$ cat src/ppt_pkg.sv
// Shared types and constants of the projected polygon point test.
`default_nettype none
package ppt_pkg;

  // Field and datapath widths.
  localparam int CoordW = 24;   // Q16.8 coordinate
  localparam int FocW   = 16;   // configuration register width
  localparam int NumW   = 48;   // projection numerator v*F*256
  localparam int DenW   = 26;   // projection denominator z + F*256
  localparam int DvW    = 25;   // magnitude of the denominator
  localparam int PW     = 50;   // projected coordinate with centre added
  localparam int DW     = 51;   // difference of two projected values
  localparam int MW     = 52;   // multiplier operand padded to whole digits
  localparam int PrW    = 104;  // signed product of two differences
  localparam int InW    = 8 * CoordW;
  localparam int OutW   = 16;
  localparam int CntOutW = 11;
  localparam int CfgIdxW = 2;

  // Register indexes of the configuration port.
  localparam logic [CfgIdxW-1:0] RegFocal   = 2'd0;
  localparam logic [CfgIdxW-1:0] RegCenterX = 2'd1;
  localparam logic [CfgIdxW-1:0] RegCenterY = 2'd2;

  localparam logic [FocW-1:0] FocalReset   = 16'd30;
  localparam logic [FocW-1:0] CenterXReset = 16'd160;
  localparam logic [FocW-1:0] CenterYReset = 16'd120;

  // Projected coordinate order.
  localparam logic [1:0] AxisX1 = 2'd0;
  localparam logic [1:0] AxisY1 = 2'd1;
  localparam logic [1:0] AxisX2 = 2'd2;
  localparam logic [1:0] AxisY2 = 2'd3;

  typedef struct packed {
    logic       load;
    logic       prep;
    logic       div_start;
    logic       proj_store;
    logic       mul_start;
    logic       mul_sel;
    logic       prod_store;
    logic       count_upd;
    logic       emit;
    logic [1:0] axis;
  } ppt_cmd_t;

  typedef struct packed {
    logic div_done;
    logic mul_done;
    logic straddle;
    logic last;
  } ppt_stat_t;

endpackage
`default_nettype wire

$ cat src/ppt_div.sv
// Iterative unsigned divider, two quotient bits per cycle.
`default_nettype none
module ppt_div import ppt_pkg::*; (
  input  wire logic            clk_i,
  input  wire logic            rst_ni,
  input  wire logic            start_i,
  input  wire logic [NumW-1:0] dividend_i,
  input  wire logic [DvW-1:0]  divisor_i,
  output logic      [NumW-1:0] quot_o,
  output logic                 done_o
);

  localparam int Steps = NumW / 2;
  localparam int CntW  = $clog2(Steps + 1);

  logic [NumW-1:0] quo_q;
  logic [DvW-1:0]  rem_q;
  logic [DvW-1:0]  dv_q;
  logic [CntW-1:0] cnt_q;
  logic            busy_q;
  logic            done_q;
  logic [DvW:0]    st1;
  logic [DvW:0]    st2;

  // One restoring step: returns the quotient bit above the new remainder.
  function automatic logic [DvW:0] div_step(input logic [DvW-1:0] rem,
                                            input logic bit_in,
                                            input logic [DvW-1:0] dv);
    logic [DvW:0] r;
    logic [DvW:0] s;
    r = {rem, bit_in};
    s = r - {1'b0, dv};
    if (r >= {1'b0, dv}) begin
      div_step = {1'b1, s[DvW-1:0]};
    end else begin
      div_step = {1'b0, r[DvW-1:0]};
    end
  endfunction

  assign st1 = div_step(rem_q, quo_q[NumW-1], dv_q);
  assign st2 = div_step(st1[DvW-1:0], quo_q[NumW-2], dv_q);

  always_ff @(posedge clk_i or negedge rst_ni) begin
    if (!rst_ni) begin
      busy_q <= 1'b0;
      done_q <= 1'b0;
      cnt_q  <= '0;
    end else begin
      done_q <= 1'b0;
      if (start_i) begin
        busy_q <= 1'b1;
        cnt_q  <= '0;
      end else if (busy_q) begin
        cnt_q <= cnt_q + 1'b1;
        if (cnt_q == CntW'(Steps - 1)) begin
          busy_q <= 1'b0;
          done_q <= 1'b1;
        end
      end
    end
  end

  always_ff @(posedge clk_i) begin
    if (start_i) begin
      quo_q <= dividend_i;
      rem_q <= '0;
      dv_q  <= divisor_i;
    end else if (busy_q) begin
      quo_q <= {quo_q[NumW-3:0], st1[DvW], st2[DvW]};
      rem_q <= st2[DvW-1:0];
    end
  end

  assign quot_o = quo_q;
  assign done_o = done_q;

endmodule
`default_nettype wire

$ cat src/ppt_mul.sv
// Iterative unsigned multiplier, one 4-bit digit of the second operand per cycle.
`default_nettype none
module ppt_mul import ppt_pkg::*; (
  input  wire logic           clk_i,
  input  wire logic           rst_ni,
  input  wire logic           start_i,
  input  wire logic [DW-1:0]  a_i,
  input  wire logic [MW-1:0]  b_i,
  output logic      [PrW-1:0] prod_o,
  output logic                done_o
);

  localparam int Steps = MW / 4;
  localparam int CntW  = $clog2(Steps + 1);

  logic [DW-1:0]   a_q;
  logic [MW-1:0]   b_q;
  logic [PrW-1:0]  acc_q;
  logic [CntW-1:0] cnt_q;
  logic            busy_q;
  logic            done_q;
  logic [DW+3:0]   pp;

  // The most significant digit goes first, so the sum shifts left.
  assign pp = a_q * b_q[MW-1 -: 4];

  always_ff @(posedge clk_i or negedge rst_ni) begin
    if (!rst_ni) begin
      busy_q <= 1'b0;
      done_q <= 1'b0;
      cnt_q  <= '0;
    end else begin
      done_q <= 1'b0;
      if (start_i) begin
        busy_q <= 1'b1;
        cnt_q  <= '0;
      end else if (busy_q) begin
        cnt_q <= cnt_q + 1'b1;
        if (cnt_q == CntW'(Steps - 1)) begin
          busy_q <= 1'b0;
          done_q <= 1'b1;
        end
      end
    end
  end

  always_ff @(posedge clk_i) begin
    if (start_i) begin
      a_q   <= a_i;
      b_q   <= b_i;
      acc_q <= '0;
    end else if (busy_q) begin
      acc_q <= {acc_q[PrW-5:0], 4'h0} + {{(PrW-DW-4){1'b0}}, pp};
      b_q   <= {b_q[MW-5:0], 4'h0};
    end
  end

  assign prod_o = acc_q;
  assign done_o = done_q;

endmodule
`default_nettype wire

$ cat src/ppt_datapath.sv
// Datapath: configuration registers, projection, edge test and crossing count.
`default_nettype none
module ppt_datapath import ppt_pkg::*; #(
  parameter int MAX_EDGES = 1024
) (
  input  wire logic               clk_i,
  input  wire logic               rst_ni,
  input  wire logic [InW-1:0]     in_data_i,
  input  wire logic               in_last_i,
  input  wire logic               cfg_valid_i,
  input  wire logic [CfgIdxW-1:0] cfg_index_i,
  input  wire logic [FocW-1:0]    cfg_data_i,
  input  wire ppt_cmd_t           cmd_i,
  output ppt_stat_t               stat_o,
  output logic      [OutW-1:0]    out_data_o
);

  localparam int CW = $clog2(MAX_EDGES + 1);
  localparam logic [CW-1:0] MaxCnt = CW'(MAX_EDGES);
  localparam logic signed [PW-1:0] SatMag = PW'(64'h0000_FFFF_FFFF_FFFF);

  logic [FocW-1:0] focal_q, cx_q, cy_q;
  logic signed [CoordW-1:0] tx_q, ty_q, sx_q, sy_q, sz_q, ex_q, ey_q, ez_q;
  logic last_q;

  logic signed [CoordW-1:0] v_sel, z_sel;
  logic [FocW-1:0]          c_sel;
  logic signed [CoordW+FocW:0] vf;
  logic signed [NumW-1:0]   num_q;
  logic signed [DenW-1:0]   den_q;
  logic [NumW-1:0]          num_mag;
  logic [DenW-1:0]          den_abs;
  logic [NumW-1:0]          quot;
  logic                     div_done;
  logic                     den_zero;
  logic signed [PW-1:0]     q_ext, q_s, p_new;
  logic signed [PW-1:0]     p_q [4];

  logic signed [DW-1:0] tx_e, ty_e, x1_e, y1_e, x2_e, y2_e;
  logic signed [DW-1:0] da, db, dc, dd, opx, opy;
  logic [DW-1:0]        opx_mag, opy_mag;
  logic                 prod_neg;
  logic [PrW-1:0]       prod;
  logic signed [PrW-1:0] prod_s, prod1_q;
  logic                 mul_done;
  logic                 hit;

  logic [CW-1:0]         cnt_q;
  logic                  deg_q;
  logic [CW+CntOutW-1:0] cnt_ext;
  logic [OutW-1:0]       out_q;

  always_ff @(posedge clk_i or negedge rst_ni) begin
    if (!rst_ni) begin
      focal_q <= FocalReset;
      cx_q    <= CenterXReset;
      cy_q    <= CenterYReset;
    end else if (cfg_valid_i) begin
      case (cfg_index_i)
        RegFocal:   focal_q <= cfg_data_i;
        RegCenterX: cx_q    <= cfg_data_i;
        RegCenterY: cy_q    <= cfg_data_i;
        default: ;
      endcase
    end
  end

  always_ff @(posedge clk_i) begin
    if (cmd_i.load) begin
      tx_q   <= in_data_i[0*CoordW +: CoordW];
      ty_q   <= in_data_i[1*CoordW +: CoordW];
      sx_q   <= in_data_i[2*CoordW +: CoordW];
      sy_q   <= in_data_i[3*CoordW +: CoordW];
      sz_q   <= in_data_i[4*CoordW +: CoordW];
      ex_q   <= in_data_i[5*CoordW +: CoordW];
      ey_q   <= in_data_i[6*CoordW +: CoordW];
      ez_q   <= in_data_i[7*CoordW +: CoordW];
      last_q <= in_last_i;
    end
  end

  always_comb begin
    case (cmd_i.axis)
      AxisX1: begin
        v_sel = sx_q; z_sel = sz_q; c_sel = cx_q;
      end
      AxisY1: begin
        v_sel = sy_q; z_sel = sz_q; c_sel = cy_q;
      end
      AxisX2: begin
        v_sel = ex_q; z_sel = ez_q; c_sel = cx_q;
      end
      default: begin
        v_sel = ey_q; z_sel = ez_q; c_sel = cy_q;
      end
    endcase
  end

  assign vf = v_sel * $signed({1'b0, focal_q});

  always_ff @(posedge clk_i) begin
    if (cmd_i.prep) begin
      num_q <= {vf[NumW-9:0], 8'h00};
      den_q <= {{(DenW-CoordW){z_sel[CoordW-1]}}, z_sel}
             + {{(DenW-FocW-8){1'b0}}, focal_q, 8'h00};
    end
  end

  assign num_mag = num_q[NumW-1] ? NumW'(-num_q) : NumW'(num_q);
  assign den_abs = den_q[DenW-1] ? DenW'(-den_q) : DenW'(den_q);
  assign den_zero = (den_q == '0);

  ppt_div u_div (
    .clk_i      (clk_i),
    .rst_ni     (rst_ni),
    .start_i    (cmd_i.div_start),
    .dividend_i (num_mag),
    .divisor_i  (den_abs[DvW-1:0]),
    .quot_o     (quot),
    .done_o     (div_done)
  );

  // Truncation toward zero: divide magnitudes, then apply the sign.
  always_comb begin
    q_ext = $signed({{(PW-NumW){1'b0}}, quot});
    if (den_zero) begin
      if (num_q == '0) begin
        q_s = '0;
      end else if (num_q[NumW-1]) begin
        q_s = -SatMag;
      end else begin
        q_s = SatMag;
      end
    end else if (num_q[NumW-1] ^ den_q[DenW-1]) begin
      q_s = -q_ext;
    end else begin
      q_s = q_ext;
    end
    p_new = q_s + $signed({{(PW-FocW-8){1'b0}}, c_sel, 8'h00});
  end

  always_ff @(posedge clk_i) begin
    if (cmd_i.proj_store) begin
      p_q[cmd_i.axis] <= p_new;
    end
  end

  assign tx_e = {{(DW-CoordW){tx_q[CoordW-1]}}, tx_q};
  assign ty_e = {{(DW-CoordW){ty_q[CoordW-1]}}, ty_q};
  assign x1_e = {p_q[0][PW-1], p_q[0]};
  assign y1_e = {p_q[1][PW-1], p_q[1]};
  assign x2_e = {p_q[2][PW-1], p_q[2]};
  assign y2_e = {p_q[3][PW-1], p_q[3]};

  assign da = tx_e - x1_e;
  assign db = y2_e - y1_e;
  assign dc = ty_e - y1_e;
  assign dd = x2_e - x1_e;

  assign stat_o.straddle = (ty_e < y1_e) != (ty_e < y2_e);

  // First pass forms (tx - x1) * dy, second pass (ty - y1) * dx.
  assign opx      = cmd_i.mul_sel ? dc : da;
  assign opy      = cmd_i.mul_sel ? dd : db;
  assign opx_mag  = opx[DW-1] ? DW'(-opx) : DW'(opx);
  assign opy_mag  = opy[DW-1] ? DW'(-opy) : DW'(opy);
  assign prod_neg = opx[DW-1] ^ opy[DW-1];

  ppt_mul u_mul (
    .clk_i   (clk_i),
    .rst_ni  (rst_ni),
    .start_i (cmd_i.mul_start),
    .a_i     (opx_mag),
    .b_i     ({1'b0, opy_mag}),
    .prod_o  (prod),
    .done_o  (mul_done)
  );

  assign prod_s = prod_neg ? -$signed(prod) : $signed(prod);

  always_ff @(posedge clk_i) begin
    if (cmd_i.prod_store) begin
      prod1_q <= prod_s;
    end
  end

  // A negative dy flips the sense of the comparison.
  assign hit = db[DW-1] ? (prod1_q > prod_s) : (prod1_q < prod_s);

  always_ff @(posedge clk_i or negedge rst_ni) begin
    if (!rst_ni) begin
      cnt_q <= '0;
      deg_q <= 1'b0;
    end else if (cmd_i.emit) begin
      cnt_q <= '0;
      deg_q <= 1'b0;
    end else begin
      if (cmd_i.count_upd && hit && (cnt_q < MaxCnt)) begin
        cnt_q <= cnt_q + 1'b1;
      end
      if (cmd_i.proj_store && den_zero) begin
        deg_q <= 1'b1;
      end
    end
  end

  assign cnt_ext = {{CntOutW{1'b0}}, cnt_q};

  always_ff @(posedge clk_i) begin
    if (cmd_i.emit) begin
      out_q <= {{(OutW-CntOutW-2){1'b0}}, deg_q, cnt_q[0], cnt_ext[CntOutW-1:0]};
    end
  end

  assign out_data_o      = out_q;
  assign stat_o.div_done = div_done;
  assign stat_o.mul_done = mul_done;
  assign stat_o.last     = last_q;

endmodule
`default_nettype wire

$ cat config.mk
export PLATFORM = sky130hd
export DESIGN_NAME = ppt_datapath
export DESIGN_NICKNAME = d
export VERILOG_FILES = /design/src/ppt_pkg.sv /design/src/ppt_div.sv /design/src/ppt_mul.sv /design/src/ppt_datapath.sv
export SDC_FILE = /design/constraint.sdc
export NUM_CORES = 2
export LEC_CHECK = 0
export BUFFER_PORTS_ARGS = -buffer_cell sky130_fd_sc_hd__buf_2
export CAP_MARGIN = 20
export CORE_MARGIN = 2
export CORE_UTILIZATION = 40
export DETAILED_ROUTE_END_ITERATION = 12
export SLEW_MARGIN = 20
export SYNTH_ARGS = -nofsm -noshare
export SYNTH_HDL_FRONTEND = slang
export SYNTH_SLANG_ARGS = --single-unit
$ cat constraint.sdc
create_clock -name clk_i -period 9.8 [get_ports clk_i]
set_input_delay 1.47 -clock clk_i [delete_from_list [all_inputs] [get_ports clk_i]]
set_output_delay 1.47 -clock clk_i [all_outputs]
set_load 0.03 [all_outputs]
Word-level counts from Yosys, hierarchy flattened
Memories as Yosys holds them, arrays and structs flattened.
Cells that the tools add are included.
W data, S select, Z words.
Cells by class
  add/sub/neg operators: 18
  multipliers: 2
  divide/modulo/power cells: 0
  order comparisons: 7
  equality and inequality tests: 7
  shift operators: 0
  muxes and demuxes: 43
  bitwise operators: 2
  reduce and logical (&&, ||, !) cells: 16
Operators with widths (count)
  $mux W51: 5
  $mux W50: 5
  $mux W48: 3
  $add A104 B55 Y104: 1
  $gt A104 B104 Y1: 1
  $lt A104 B104 Y1: 1
  $mux W104: 1
  $neg A104 Y104: 1
  $neg A51 Y51: 2
  $sub A24 B50 Y51: 2
  $sub A50 B50 Y51: 2
  $lt A24 B50 Y1: 2
  $pmux W24 S3: 1
  $mul A51 B4 Y55: 1
  $ge A26 B25 Y1: 2
  $mux W26: 2
  $add A50 B25 Y50: 1
  $neg A48 Y50: 1
  $sub A25 B25 Y25: 2
  $logic_not A48 Y1: 1
  $neg A48 Y48: 1
  $mul A24 B17 Y40: 1
  $add A24 B25 Y26: 1
  $logic_not A26 Y1: 1
  other kinds (23): 54
Storage, ports and cells
  register bits after elaboration: 754
  latch bits: 0
  memory bits (writable): 200
  memory bits (read-only): 0
  input bits: 225
  output and inout port bits: 20
  logic and storage cells: 128
  memories: 1
Memories
  p_q: depth 4, bits a word 50, read ports 4, clocked after Yosys merged registers in 0, write ports 1, line ppt_datapath.sv:37  | logic signed [PW-1:0] p_q [4];

Longest topological paths before layout
An unclocked memory read counts as a cell.
  word-level depth: 11
  gate-level depth with buffers: 37

Cells and area by module
From an unflattened synthesis, not the netlist that was laid out.
Second synthesis, totals
  cells, all modules: 8781
  area, all modules: 84775.1 um^2
By module, submodules not included
  ppt_datapath: instances 1, cells each 6270, area each 60448.0 um^2, sequential area each 18780.5 um^2
  ppt_mul: instances 1, cells each 1792, area each 17080.1 um^2, sequential area each 5325.1 um^2
  ppt_div: instances 1, cells each 719, area each 7247.0 um^2, sequential area each 2867.8 um^2

Worst setup path before layout
OpenSTA, ideal clock, no wires.
  kind: input port to flip-flop
  start: input cmd_i[0] (netlist bit)
  end: register num_q[45], data pin
  library setup time: 0.258 ns
  arrival time: 9.083 ns
  required time: 9.542 ns
  setup slack: 0.460 ns
  stages: 29
  buffers on the path: 2
  path through: clkbuf_1 buf_1 mux4_2 and2_1 fa_1 inv_1 fa_1 fa_1 fa_1 inv_1 fa_1 inv_1 fa_1 inv_1 ha_1 o21a_1 o21a_1 o21ai_0 and2_1 o31ai_1 a31oi_1 a211oi_1 o21a_1 nor4_1 o41ai_1 a21o_1 nand2_1 nor2b_1 xnor2_1
Between the ends
  cells in the longest elaborated chain, start to end: 3
  elaborated cells on any way between the ends: 5
Ends and longest elaborated chain
  start: declaration: line ppt_datapath.sv:13  | input wire ppt_cmd_t cmd_i,
  $eq A2 B2 Y1, or another cell as far along: line ppt_datapath.sv:83  | case (cmd_i.axis)
  $pmux W24 S3 *: line ppt_datapath.sv:83
  $mul A24 B17 Y40 *: line ppt_datapath.sv:99  | assign vf = v_sel * $signed({1'b0, focal_q});
  via vf[37]: line ppt_datapath.sv:28  | logic signed [CoordW+FocW:0] vf;
  end signal: assignment: line ppt_datapath.sv:103  | num_q <= {vf[NumW-9:0], 8'h00};
  end: declaration: line ppt_datapath.sv:29  | logic signed [NumW-1:0] num_q;
Mark *: on every way through the listed nets, which the timed path passes. The rest lies on a longest branch.
A chain may end at the register's enable or synchronous reset.

Worst setup path after layout
  start: register tx_q[23]
  end: register cnt_q[6]
Between the ends
  cells in the longest elaborated chain, start to end: 9
  elaborated cells on any way between the ends: 10
Ends and longest elaborated chain
  start: declaration: line ppt_datapath.sv:23  | logic signed [CoordW-1:0] tx_q, ty_q, sx_q, sy_q, sz_q, ex_q, ey_q, ez_q;
  start signal: assignment: line ppt_datapath.sv:70  | tx_q <= in_data_i[0*CoordW +: CoordW];
  $sub A24 B50 Y51 *: line ppt_datapath.sv:155  | assign da = tx_e - x1_e;
  $mux W51 *: line ppt_datapath.sv:163  | assign opx = cmd_i.mul_sel ? dc : da;
  $xor A1 B1 Y1 *: line ppt_datapath.sv:167  | assign prod_neg = opx[DW-1] ^ opy[DW-1];
  $mux W104 *: line ppt_datapath.sv:179  | assign prod_s = prod_neg ? -$signed(prod) : $signed(prod);
  via prod_s[65]: line ppt_datapath.sv:44  | logic signed [PrW-1:0] prod_s, prod1_q;
  $lt A104 B104 Y1 / $gt A104 B104 Y1 (equally long branches): line ppt_datapath.sv:188  | assign hit = db[DW-1] ? (prod1_q > prod_s) : (prod1_q < prod_s);
  $mux W1 *: line ppt_datapath.sv:188
  $logic_and A1 B1 Y1 * (2 in a row): line ppt_datapath.sv:198  | if (cmd_i.count_upd && hit && (cnt_q < MaxCnt)) begin
  $reduce_bool A2 Y1 (no source line) *
  end signal: assignment: line ppt_datapath.sv:199  | cnt_q <= cnt_q + 1'b1;
  end: declaration: line ppt_datapath.sv:48  | logic [CW-1:0] cnt_q;
Marks and branches as above.

==> impl_metrics.tcl <==
set metrics [dict create \
    dr.pass1.iters 7 \
    cts.path.max_buffers 3 \
    finalHoldViolations 0 \
    drive_gt1_share_pct 9.09 \
    synth_edf_count 750 \
    grt_max_degree 144 \
    tritoncts "yes" \
    yosysTopAreaCellShare_pct 27.7 \
    cts_made_buffers 110 \
    crit_arrival_ps 9970 \
    hold_buffers 0 \
    synth_top_family_by_area "adder cells" \
    die_h_um 455 \
    crit_top_cell "a21o_1" \
    drt-total-wl_mm 207 \
    worstSetupEndpointType "flip-flop" \
    cts.reportedPaths.clkPinSlew_ps 60 \
    slowest_delay_ps 590 \
    worstMarginPinSlew_ps 1130 \
    synth-async-reset-ratio_pct 7.66 \
    clock-sinks 953 \
    place_congestion 0.905 \
    post_dp_cell_area_um2 85700 \
    ys_seq_area_share_pct 33.1 \
    grt_pass1_vias 60500 \
    hold_class "reg -> reg" \
    synth_ff_type "edfxtp_1" \
    grt_overflow 0 \
    synth_xor_area_share_pct 7.00 \
    dieWidth_um 455 \
    nFillCells 19300 \
    drt-initial-drc-count 4239 \
    ys_types 103 \
    yosys_warnings 0 \
    postRouteAntennaNets 0 \
    hold_ws_ps 482 \
    syn_area_per_cell_um2 9.72 \
    layout_common_cells "1,023 x inv_1, 750 x edfxtp_1, 742 x nand2_1" \
    coreArea_um2 202000 \
    final.setup.tns_ps 0 \
    maxCapViolations 0 \
    antenna_found_initial 6 \
    synthSimpleGateAreaFrac_pct 13.9 \
    synth-compound-area-share_pct 13.5 \
    die_area_um2 207000 \
    start_util_pct 40.2 \
    vias_per_cell 5.32 \
    fin_nets 9897 \
    cpMaxStageDelayCell "edfxtp_1" \
    synth-seq-cells 953 \
    grt_pass1_wl_mm 328 \
    crit_required_ps 10430 \
    final_common_cell "inv_1" \
    dr_total_vias 60200 \
    synth.mux.area_fraction_pct 4.04 \
    yosys.area.top_type "edfxtp_1" \
    area_growth_pct 10.1 \
    critPathKind "reg -> reg" \
    status "completed" \
    htree_levels 3 \
    grt_usage_pct 19.9 \
    post-dp-hpwl_mm 164 \
    finClkSkew_ps 49.5 \
    cts_root_buf "clkbuf_16" \
    port_buffers 241 \
    finalCritPeriodShare_pct 95.3 \
    design_area_um2 89700 \
    min_period_ps 9340 \
    synthAdderAreaFrac_pct 22.3 \
    rsz0062_at_grt "no" \
    drc 0 \
    setup_viol 0 \
    drv_slew 0 \
    io_pins 245 \
    cp-start-kind "flip-flop" \
    ys_top_cells_by_area "edfxtp_1 28%, fa_1 13%, ha_1 9.3%" \
    synth_cells 8377 \
    fmaxAchievable_mhz 107 \
    wl_per_cell_um 18.3 \
    slew_headroom_pct 25.0 \
    floorplan.rows 165 \
    synth_area_um2 81400 \
    crit_fanout 21 \
    clock_latency_ps 780 \
]
worst max-delay path: cells and delay by family (launching register included):
kind / cells / cell delay (ps)
XOR/XNOR: 1 / 230
AO/OA/AOI/OAI: 21 / 4990
AND/OR/NAND/NOR: 4 / 1190
buffers and inverters: 4 / 760
adder cells (fa/ha/maj): 2 / 690
multiplexers: 2 / 740
flip-flops: 1 / 590
layout make-up:
cell class / count / area, µm² / area share, %
clock buffer: 141 / 2970 / 3.31
inverter: 1026 / 3850 / 4.30
antenna: 2 / 5.00 / 0.00558
tap: 2672 / 3340 / 3.73
clock inverter: 67 / 883 / 0.985
sequential: 953 / 27000 / 30.1
multi-input combinational: 6109 / 49600 / 55.3
timing repair buffer: 338 / 2070 / 2.30
sequential cells by signal, indices dropped and copies added (netlist names), 26 cells and up:
register	count
u_mul.prod_o	104
prod1_q	104
num_q	40
u_div.quot_o	48
p_q	200
u_mul.b_q	52
den_q	26
u_mul.a_q	51
stage by stage:
step                util, %  instances  setup slack [ps]
global placement       42.4      11100              2.34
detailed placement     42.4      11100              -220
floorplan                 -       8379               460
CTS                    44.3      11300              26.0
global route           44.3      11300              21.1
finish                 44.3      11300               458
final timing paths:
kind | startpoint | to | slack, ps | cells after the start
worst min-delay path | den_q[0] | u_div.dv_q[0] | 480 | 0
worst max register to register | tx_q[23] | cnt_q[6] | 460 | 34
worst max-delay path | tx_q[23] | cnt_q[6] | 460 | 34
worst min register to register | den_q[0] | u_div.dv_q[0] | 480 | 0
max in group asynchronous | rst_ni | cx_q[0] | 7990 | 2
min in group asynchronous | rst_ni | cnt_q[8] | 670 | 1
synth_stat cells (16+ instances only):
library cell,number
o211ai_1,32
a21boi_0,29
and2_1,234
ha_1,606
nand4_1,87
buf_1,36
nand2b_1,69
o21a_1,54
a211oi_1,105
a21o_1,237
nor2_1,556
inv_1,1026
nand2_1,743
a21oi_1,559
o21ai_0,265
nor3_1,111
or4_1,21
or3_1,66
o21bai_1,85
nand3_1,122
and3_1,78
o31ai_1,60
nand3b_1,16
mux2_2,144
dfrtp_1,63
dfxtp_1,130
or2_2,26
mux4_2,24
o41ai_1,17
mux2i_1,107
edfxtp_1,750
xnor2_1,408
nor4_1,53
clkbuf_1,247
and4_1,21
a31oi_1,72
a211o_1,17
fa_1,528
nor3b_1,18
xor2_1,238
nor2b_1,78
per-layer routing:
layer	share of wire [%]	global-route usage [%]	up-vias	wire length (µm)
met2	47	33.9	1448	98400
met4	3.3	6.35	0	6760
li1	-	-	29300	-
met5	0	0	-	0
met1	45	26.1	29100	92900
met3	4.5	2.58	324	9400
repair_timing:
action | 4_1_cts | 5_1_grt
setup endpoints to repair | 5 | 8
hold endpoints to repair | 0 | 0
setup buffers | 0 | 4
gates resized for setup | 3 | 2
pin swaps | 0 | 2
cell families after synthesis:
group	Yosys count
flip-flops	953
XOR/XNOR	648
other	1
adder cells (fa/ha/maj)	1134
AO/OA/AOI/OAI	1708
multiplexers	279
buffers and inverters	1317
AND/OR/NAND/NOR	2337
Power is not shown: default switching activity piles up to over one toggle a cycle in this logic, so the estimate is an artifact.
